## config.mk

```make
export PLATFORM = sky130hd
export DESIGN_NAME = reload_tick_timer_bank_top
export DESIGN_NICKNAME = d
export VERILOG_FILES = /design/src/rttb_pkg.sv /design/src/rttb_in_reg.sv /design/src/rttb_core.sv /design/src/rttb_out_reg.sv /design/src/reload_tick_timer_bank_top.sv
export SDC_FILE = /design/constraint.sdc
export NUM_CORES = 1
export LEC_CHECK = 0
export BUFFER_PORTS_ARGS = -buffer_cell sky130_fd_sc_hd__buf_2
export CORE_UTILIZATION = 56
export DETAILED_ROUTE_END_ITERATION = 16
export PLACE_DENSITY = 0.77
export SLEW_MARGIN = 15
export SYNTH_ARGS = -nofsm -noshare
export SYNTH_HDL_FRONTEND = slang
export SYNTH_SLANG_ARGS = --single-unit
export TNS_END_PERCENT = 50
```

## constraint.sdc

```tcl
create_clock -name clk -period 3.95 [get_ports clk]
set_input_delay 0.5925 -clock clk [delete_from_list [all_inputs] [get_ports clk]]
set_output_delay 0.5925 -clock clk [all_outputs]
set_load 0.05 [all_outputs]
```

## src/rttb_pkg.sv

```systemverilog
package rttb_pkg;

  localparam int NUM_HANDLES_DEFAULT = 5;
  localparam int CountW = 3;

  localparam logic [15:0] RELOAD_DEFAULT = 16'd64636;
  localparam logic [15:0] TICK_MAX       = 16'hFFFF;
  localparam logic [31:0] NO_HANDLE_CODE = 32'h0000_00FF;

  localparam logic [2:0] REQ_TICK         = 3'd0;
  localparam logic [2:0] REQ_ALLOC        = 3'd1;
  localparam logic [2:0] REQ_CLEAR_HANDLE = 3'd2;
  localparam logic [2:0] REQ_READ_HANDLE  = 3'd3;
  localparam logic [2:0] REQ_READ_GLOBAL  = 3'd4;
  localparam logic [2:0] REQ_CLEAR_GLOBAL = 3'd5;

  localparam logic [1:0] ST_OK         = 2'd0;
  localparam logic [1:0] ST_NONE_FREE  = 2'd1;
  localparam logic [1:0] ST_BAD_HANDLE = 2'd2;

  typedef struct packed {
    logic [2:0] req_type;
    logic [2:0] handle;
  } req_t;

  typedef struct packed {
    logic [31:0] value;
    logic [1:0]  status;
    logic        ms_tick;
  } res_t;

endpackage

```

## src/rttb_in_reg.sv

```systemverilog
module rttb_in_reg
  import rttb_pkg::*;
(
  input  logic clk,
  input  logic rst,
  input  logic in_valid,
  output logic in_ready,
  input  req_t in_req,
  input  logic advance,
  output logic req_valid,
  output req_t req
);

  logic held;

  // stage empties when the result side can take it
  assign in_ready  = !held || advance;
  assign req_valid = held;

  always_ff @(posedge clk) begin
    if (rst) begin
      held <= 1'b0;
    end else if (in_ready) begin
      held <= in_valid;
    end
  end

  always_ff @(posedge clk) begin
    if (in_valid && in_ready) begin
      req <= in_req;
    end
  end

endmodule

```

## src/rttb_core.sv

```systemverilog
module rttb_core
  import rttb_pkg::*;
#(
  parameter int NUM_HANDLES = NUM_HANDLES_DEFAULT
) (
  input  logic        clk,
  input  logic        rst,
  input  logic        cfg_write,
  input  logic [15:0] cfg_reload,
  input  logic        fire,
  input  req_t        req,
  output res_t        res
);

  logic [15:0]       reload_value;
  logic [15:0]       tick_counter;
  logic [15:0]       tick_counter_next;
  logic [15:0]       global_ms;
  logic [15:0]       global_ms_next;
  logic [31:0]       counters      [NUM_HANDLES];
  logic [31:0]       counters_next [NUM_HANDLES];
  logic [CountW-1:0] in_use;
  logic [CountW-1:0] in_use_next;
  logic              handle_ok;
  logic              overflow;
  logic [31:0]       read_sel;

  assign handle_ok = (req.handle < in_use) && (32'(req.handle) < 32'(NUM_HANDLES));
  assign overflow  = (tick_counter == TICK_MAX);

  always_comb begin
    read_sel = '0;
    for (int i = 0; i < NUM_HANDLES; i++) begin
      if (req.handle == CountW'(i)) begin
        read_sel = read_sel | counters[i];
      end
    end
  end

  always_comb begin
    tick_counter_next = tick_counter;
    global_ms_next    = global_ms;
    in_use_next       = in_use;
    for (int i = 0; i < NUM_HANDLES; i++) begin
      counters_next[i] = counters[i];
    end
    res = '{value: '0, status: ST_OK, ms_tick: 1'b0};

    case (req.req_type)
      REQ_TICK: begin
        if (overflow) begin
          tick_counter_next = reload_value;
          global_ms_next    = global_ms + 16'd1;
          res.ms_tick       = 1'b1;
          for (int i = 0; i < NUM_HANDLES; i++) begin
            if (CountW'(i) < in_use) begin
              counters_next[i] = counters[i] + 32'd1;
            end
          end
        end else begin
          tick_counter_next = tick_counter + 16'd1;
        end
      end
      REQ_ALLOC: begin
        if (32'(in_use) < 32'(NUM_HANDLES)) begin
          for (int i = 0; i < NUM_HANDLES; i++) begin
            if (in_use == CountW'(i)) begin
              counters_next[i] = '0;
            end
          end
          res.value   = 32'(in_use);
          in_use_next = in_use + CountW'(1);
        end else begin
          res.value  = NO_HANDLE_CODE;
          res.status = ST_NONE_FREE;
        end
      end
      REQ_CLEAR_HANDLE: begin
        if (handle_ok) begin
          for (int i = 0; i < NUM_HANDLES; i++) begin
            if (req.handle == CountW'(i)) begin
              counters_next[i] = '0;
            end
          end
        end else begin
          res.status = ST_BAD_HANDLE;
        end
      end
      REQ_READ_HANDLE: begin
        if (handle_ok) begin
          res.value = read_sel;
        end else begin
          res.status = ST_BAD_HANDLE;
        end
      end
      REQ_READ_GLOBAL: begin
        res.value = 32'(global_ms);
      end
      REQ_CLEAR_GLOBAL: begin
        global_ms_next = '0;
      end
      default: begin
      end
    endcase
  end

  always_ff @(posedge clk) begin
    if (rst) begin
      reload_value <= RELOAD_DEFAULT;
    end else if (cfg_write) begin
      reload_value <= cfg_reload;
    end
  end

  always_ff @(posedge clk) begin
    if (rst) begin
      tick_counter <= RELOAD_DEFAULT;
      global_ms    <= '0;
      in_use       <= '0;
      for (int i = 0; i < NUM_HANDLES; i++) begin
        counters[i] <= '0;
      end
    end else if (fire) begin
      tick_counter <= tick_counter_next;
      global_ms    <= global_ms_next;
      in_use       <= in_use_next;
      for (int i = 0; i < NUM_HANDLES; i++) begin
        counters[i] <= counters_next[i];
      end
    end
  end

endmodule

```

## src/rttb_out_reg.sv

```systemverilog
module rttb_out_reg
  import rttb_pkg::*;
(
  input  logic clk,
  input  logic rst,
  input  logic req_valid,
  input  res_t res,
  output logic advance,
  output logic fire,
  output logic out_valid,
  input  logic out_ready,
  output res_t out_res
);

  logic full;

  assign advance   = !full || out_ready;
  assign fire      = req_valid && advance;
  assign out_valid = full;

  always_ff @(posedge clk) begin
    if (rst) begin
      full <= 1'b0;
    end else if (advance) begin
      full <= req_valid;
    end
  end

  always_ff @(posedge clk) begin
    if (fire) begin
      out_res <= res;
    end
  end

endmodule

```

## src/reload_tick_timer_bank_top.sv

```systemverilog
// Timer bank driven by a stream of requests: clock ticks advance a 16-bit
// counter that reloads from reload_value on passing 0xFFFF and then bumps the
// global millisecond time and every allocated handle counter. One request is
// taken per cycle while the output is not stalled. An accepted request waits
// in the input register, and the edge on which it leaves applies the state
// update and loads the result register. A stalled output holds both.
// Each request's state change is done before the next request is evaluated.
// reload_value writes are always accepted and take effect at the next reload.
module reload_tick_timer_bank_top
  import rttb_pkg::*;
#(
  parameter int NUM_HANDLES = NUM_HANDLES_DEFAULT
) (
  input  logic        clk,
  input  logic        rst,
  input  logic        in_valid,
  output logic        in_ready,
  input  logic [2:0]  req_type,
  input  logic [2:0]  handle,
  output logic        out_valid,
  input  logic        out_ready,
  output logic [31:0] value,
  output logic [1:0]  status,
  output logic        ms_tick,
  input  logic        cfg_valid,
  output logic        cfg_ready,
  input  logic [15:0] reload_value
);

  req_t in_req;
  req_t req;
  res_t res;
  res_t out_res;
  logic req_valid;
  logic advance;
  logic fire;

  assign in_req    = '{req_type: req_type, handle: handle};
  assign cfg_ready = 1'b1;

  rttb_in_reg u_in_reg (
    .clk       (clk),
    .rst       (rst),
    .in_valid  (in_valid),
    .in_ready  (in_ready),
    .in_req    (in_req),
    .advance   (advance),
    .req_valid (req_valid),
    .req       (req)
  );

  rttb_core #(
    .NUM_HANDLES (NUM_HANDLES)
  ) u_core (
    .clk        (clk),
    .rst        (rst),
    .cfg_write  (cfg_valid && cfg_ready),
    .cfg_reload (reload_value),
    .fire       (fire),
    .req        (req),
    .res        (res)
  );

  rttb_out_reg u_out_reg (
    .clk       (clk),
    .rst       (rst),
    .req_valid (req_valid),
    .res       (res),
    .advance   (advance),
    .fire      (fire),
    .out_valid (out_valid),
    .out_ready (out_ready),
    .out_res   (out_res)
  );

  assign value   = out_res.value;
  assign status  = out_res.status;
  assign ms_tick = out_res.ms_tick;

endmodule
```

Yosys cells after proc, flatten, opt, wreduce, memory -nomap -nowiden
Memory sizes are Yosys's and may differ from the RTL's.
Index checks and enable logic that the tools add are counted.
{ "word_totals": {"mem_bits_ro": 0, "memories": 1, "latch_bits": 0, "inputBits": 27, "regBits": 94, "word_cells": 111, "mem_bits_rw": 160} }
{ "memory_table": {"columns": ["name", "depth", "width", "read_ports", "rd_ports_with_merged_regs", "wr", "line", "rtl"], "rows": [
  ["u_core.counters", 5, 32, 5, 0, 5, "rttb_core.sv:20", "logic [31:0] counters [NUM_HANDLES];"]
]} }
{ "op_classes": {"n_shift": 0, "order_cmp": 8, "n_eq_ne": 15, "bitwise": 9, "n_mux": 44, "mul": 0, "div_mod_pow": 0, "reduce_logical": 15, "addsub": 8} }
{ "op_table": {"columns": ["operator", "n"], "rows": [
  ["2-to-1 mux 32 bit", 26],
  ["2-to-1 mux 160 bit", 3],
  ["case mux 160 bit (3 select lines)", 1],
  ["adder 32 x 1 -> 32 bit, second input constant", 5],
  ["bitwise OR 32 bit", 4],
  ["case mux 32 bit (3 select lines)", 1],
  ["adder 16 x 1 -> 16 bit, second input constant", 2],
  ["2-to-1 mux 16 bit", 2],
  ["case mux 16 bit (2 select lines)", 1],
  ["== test 3 x 2 -> 1 bit, second input constant", 6],
  ["== test 16 bit, second input constant", 1],
  ["== test 3 bit, second input constant", 4],
  ["== test 3 x 1 -> 1 bit, second input constant", 3],
  ["logical NOT 3 bit", 3],
  ["2-to-1 mux 8 bit", 1],
  ["2-to-1 mux 1 bit", 7],
  ["< comparator 1 x 3 -> 1 bit, first input constant", 2],
  ["< comparator 2 x 3 -> 1 bit, first input constant", 2],
  ["< comparator 3 bit, second input constant", 2],
  ["AND reduction 3 bit", 2],
  ["bitwise OR 1 bit", 5],
  ["case mux 2 bit (2 select lines)", 1],
  ["adder 3 x 1 -> 3 bit, second input constant", 1],
  ["logical AND 1 bit", 3],
  ["other kinds (9)", 11]
]} }

Longest topological paths before layout
{ "logic_depth": {"word_depth": 12, "ltp_mapped": 8} }

Modules after synthesis
From an unflattened synthesis, not the netlist that was laid out.
{ "hier_totals": {"hier_cells": 1388, "area_unflattened_um2": 14122.3} }
{ "by_module_without_submodules": {"columns": ["module", "instances", "seq_area_each_um2", "area_per_inst_um2", "cells_per_inst"], "rows": [
  ["rttb_core", 1, 5825.6, 12769.7, 1335],
  ["rttb_out_reg", 1, 1071.0, 1106.1, 40],
  ["rttb_in_reg", 1, 200.2, 235.2, 11],
  ["reload_tick_timer_bank_top", 1, 0.0, 11.3, 2]
]} }

Worst setup path before layout
Ideal clock, no wire load.
{ "synth_path": {"kind": "register -> register", "start": "register, netlist name u_core.in_use[1]", "end": "memory u_core.counters[4][0], in the netlist u_core.counters[0][128], enable pin", "stages_incl_launch_ff": 8, "required_time_ps": 3509, "arrival_time_ps": 3583, "setup_slack_ps": -73, "period_less_slack_ps": 4023, "path_cell_list": "dfxtp_1 > clkbuf_1 > inv_1 > ha_1 > a21o_1 > a2111oi_0 > o22ai_2 > a31oi_1"} }
{ "synth_lines": {"columns": ["item", "line"], "rows": [
  ["end: declaration", "rttb_core.sv:20"]
]} }

==> reports/results.txt <==
The final route contains 10,672 vias. Clock-pin slew was measured on the worst setup and hold paths at 0.06 ns. The number of gates resized after CTS was 0. In this run the vertical extent of the chip is 160 um. The shortest clock period the worst path allows after layout was 3.26 ns; the antenna diode count was 0.

The worst setup path is captured at a register. The congestion estimate from routability-driven global placement came to 0.901. The non-filler instance count after layout is 1,730. The dominant cell by count in the synthesized netlist was sky130_fd_sc_hd__nor2_1.

Summing internal, switching and leakage power gives 6460 uW. Sorting the synthesized cells by area gives the leading types as sky130_fd_sc_hd__edfxtp_1 43%, sky130_fd_sc_hd__dfxtp_1 7.6%, sky130_fd_sc_hd__nor2_1 5.9%. Across every metal layer, demand over resource in global routing totals 25.4%. The share of synthesized area occupied by flip-flops and latches was 50.8%. The aggregate routed wire length is 32,100 um, and the critical path data arrival time is 3.46 ns. For flop-to-flop paths, the worst setup slack is 0.69 ns. Measured in cells, the most critical reg-to-reg path has a length of 7.

For the number of buffers created by CTS, the log shows 28. Across all setup checks in the final design, the least slack found is 0.686 ns. TritonCTS built the clock tree. At the end of the flow, the number of nets in the layout was 1,423. In the synthesized netlist, the number of instances is 1,347. The logs give 0 for the final count of pins violating max slew and 1,678 for the instance count after placement with tap cells included. Of the cells placed in the final design, the portion with a size suffix greater than 1 is 12.6%.

For the number of global-route vias before repair, the log shows 10,145. Entering global routing, the biggest net connects 161 pins. The run gives 0 as the initial antenna violation count.

The path with the worst hold slack has its endpoint at u_in_reg.req[3]. Net switching power of the design: 1580 uW. Setup repair after global routing left no endpoint under its margin. The commonest cells after synthesis are 220 x sky130_fd_sc_hd__nor2_1, 201 x sky130_fd_sc_hd__edfxtp_1, 88 x sky130_fd_sc_hd__nand2_1.

The biggest fanout along the worst timing path came out at 32. The total overflow left after global routing is 0. The tools report the leakage power of the design as 0.00520 uW. The initial utilization of the core area, before any placement, comes to 57.3%.

The worst hold path belongs to the class in2reg. The slew at the pin with the worst max-slew slack is 1.12 ns. The kind of start point of the critical path was a register. The final routed wire length divided by cell count was 18.6 um; the core area was 24,400 um2. The tool flagged a number of max-cap violations equal to 0.

Yosys mapped a number of flops with a built-in enable equal to 201. In this run the tool buffered the top-level ports with 63 buffer cells. The pre-antenna-repair detailed-routing pass consisted of 6 iterations.

In this run the cell area of the synthesized design comes to 14,000 um2. After legalization and detailed placement, the total HPWL measured 22,100 um. The floorplan step defined a die boundary enclosing 25,600 um2. Clock tree synthesis found a total of 254 sinks. The remaining design rule violation count is 0. Relative to the synthesized area, the layout overhead comes to 11.3%.

The endpoint identified for the worst register-to-register timing path is u_core.counters[0][118]. For this run, the share of the core covered by cells in the final layout is 63.8%. The maximum buffer depth of the clock tree was 3. Main flop type after synthesis: sky130_fd_sc_hd__edfxtp_1. Of the total power, registers draw 49.8%. For the count of distinct cell types in the synthesized netlist, the log shows 66. Timing analysis after detailed placement gives a worst setup slack of 0.730 ns. The first global-routing pass estimated 52,600 um of wire. Power density over the cells: 416 nW/um2. The logs give 0.0201 ns for the largest clock skew in the final design and 8.4% for the logic gate share of total power. The number of setup buffers added after CTS is 0. The share of async-settable or async-resettable flops after synthesis came out at 0%. For this design, the CTS-stage hold fixing added 0 buffers. Measured against its own limit, the worst slew margin works out to 25.0%. The logs give 4.14 ns for the worst endpoint required time and 65 for the I/O pin count. Critical path start-end classification: reg2reg. The per-cell via count in the routed design is 6.17.

The die is 160 um wide. The worst vdd rail ir drop came out at 0.390 mV. In this run switching power makes up 24.5% of total power. The final cycle utilization of the critical path was 82.6%. Cell internal power was estimated by the tool at 4880 uW.

The Yosys warning count came out at 0. The post-synthesis register bit count is 254, and the count of final setup violators is 0. The starting DRC count in detailed routing came out at 1,069. The area share of the largest cell type after synthesis was 43.2%.

The launch instance of the worst min-delay path was req_type[0]. For the net count after synthesis, the log shows 1,386. Cell type with the largest total area after synthesis: sky130_fd_sc_hd__edfxtp_1. Row generation in the floorplan step produced 57 rows. The clock network burns 41.8% of the power. The run gives 1 as the CTS H-tree depth. Clock tree synthesis selected as its root buffer the cell sky130_fd_sc_hd__clkbuf_16. The number of nets still failing antenna checks after routing came out at 0. The tools report the final hold violation count as 0.

The number of stages on the worst hold path is 1. Timing would allow up to 306 MHz. A synthesized cell averages 10.4 um2.

The flow ran to the end, and the final reports show no timing, DRC or antenna violations. At the later pin of the worst-skew pair, clock insertion delay measures 0.55 ns. The startpoint of the worst-slack reg-to-reg timing path was u_core.in_use[1].
-- state kept, by name (all words and copies together) (netlist names) --
signal / count
u_in_reg.req: 6
u_core.reload_value: 16
u_core.global_ms: 16
u_out_reg.out_res: 35
u_core.counters: 160
u_core.tick_counter: 16
u_core.in_use: 3
u_out_reg.out_valid: 1
u_in_reg.req_valid: 1
-- through the flow --
stage / setup TNS [ns] / area [um2] / hold WS, ns
6_report: 0 / 15600 / 0.220
5_1_grt: 0 / 15600 / 0.217
4_1_cts: 0 / 15600 / 0.211
3_5_place_dp: 0 / 14600 / 0.467
3_3_place_gp: 0 / 14600 / 0.460
2_1_floorplan: -0.226 / 14000 / 0.436
-- routing by layer --
layer	part of all wire, %	global-route usage, %	routed length (um)
met1	43	36.4	13700
met3	9.6	5.19	3090
met2	45	39.7	14600
met4	2.2	6.28	692
met5	0	0	0
-- placed cells by master, fill, tap and decap left out, drive strengths merged, types with 4 or more instances in the layout --
cell type,n
a211oi,7
a21o,4
a21oi,45
a22oi,34
a31oi,5
and2,14
and3,24
and4,21
buf,81
bufinv,5
clkbuf,34
clkinv,12
dfxtp,53
edfxtp,201
ha,12
inv,37
mux2i,18
mux4,32
nand2,88
nand2b,4
nand3,72
nand4,48
nor2,220
nor2b,4
nor3,36
nor4,24
o21ai,51
o31ai,5
o32ai,4
or2,5
or3,24
or4,6
xnor2,74
xor2,70
-- final cells by class --
type	instances	area [um2]
Timing Repair Buffer	81	463
Fill cell	1875	8840
Clock inverter	18	224
Sequential cell	254	7100
Multi-Input combinational cell	981	6500
Inverter	38	143
Clock buffer	34	723
Tap cell	324	405
-- worst max path at each step --
stage / startpoint / endpoint
CTS: u_core.in_use[1] / u_core.counters[0][114]
global placement: u_core.in_use[1] / u_core.counters[0][109]
finish: u_core.in_use[1] / u_core.counters[0][118]
global route: u_core.in_use[1] / u_core.counters[0][123]
detailed placement: u_core.in_use[1] / u_core.counters[0][114]
floorplan: u_core.in_use[1] / u_core.counters[0][64]
-- logic make-up (layout without fill, tap and decap cells) --
family | Yosys count | after routing | synth area share, %
and+or+nand+nor | 599 | 599 | 21.4
adders and majority gates | 12 | 12 | 1.07
DFF | 254 | 254 | 50.8
muxes | 51 | 51 | 6.55
xor gates and xnor gates | 144 | 144 | 9.02
buffers and inverters | 112 | 171 | 3.21
AOI/OAI and AO/OA | 174 | 174 | 7.89
other | 1 | 1 | 0.0268
-- worst max-delay path, stage by stage, from the launching register on --
cell and delay, ns:
sky130_fd_sc_hd__dfxtp_1 0.54, sky130_fd_sc_hd__inv_1 0.15, sky130_fd_sc_hd__ha_1 0.30, sky130_fd_sc_hd__a21o_1 0.17
sky130_fd_sc_hd__a2111oi_0 0.76, sky130_fd_sc_hd__o22ai_2 0.32, sky130_fd_sc_hd__a41oi_4 0.24, sky130_fd_sc_hd__buf_4 0.40
-- power by group through the flow --
stage	clock (uW)	sequential [uW]	combinational (uW)
floorplan	0	3250	361
global placement	0	3260	528
detailed placement	0	3270	540
CTS	2730	3210	543
global route	2840	3240	592
finish	2700	3220	543
Power figures use the tool's default switching activity.
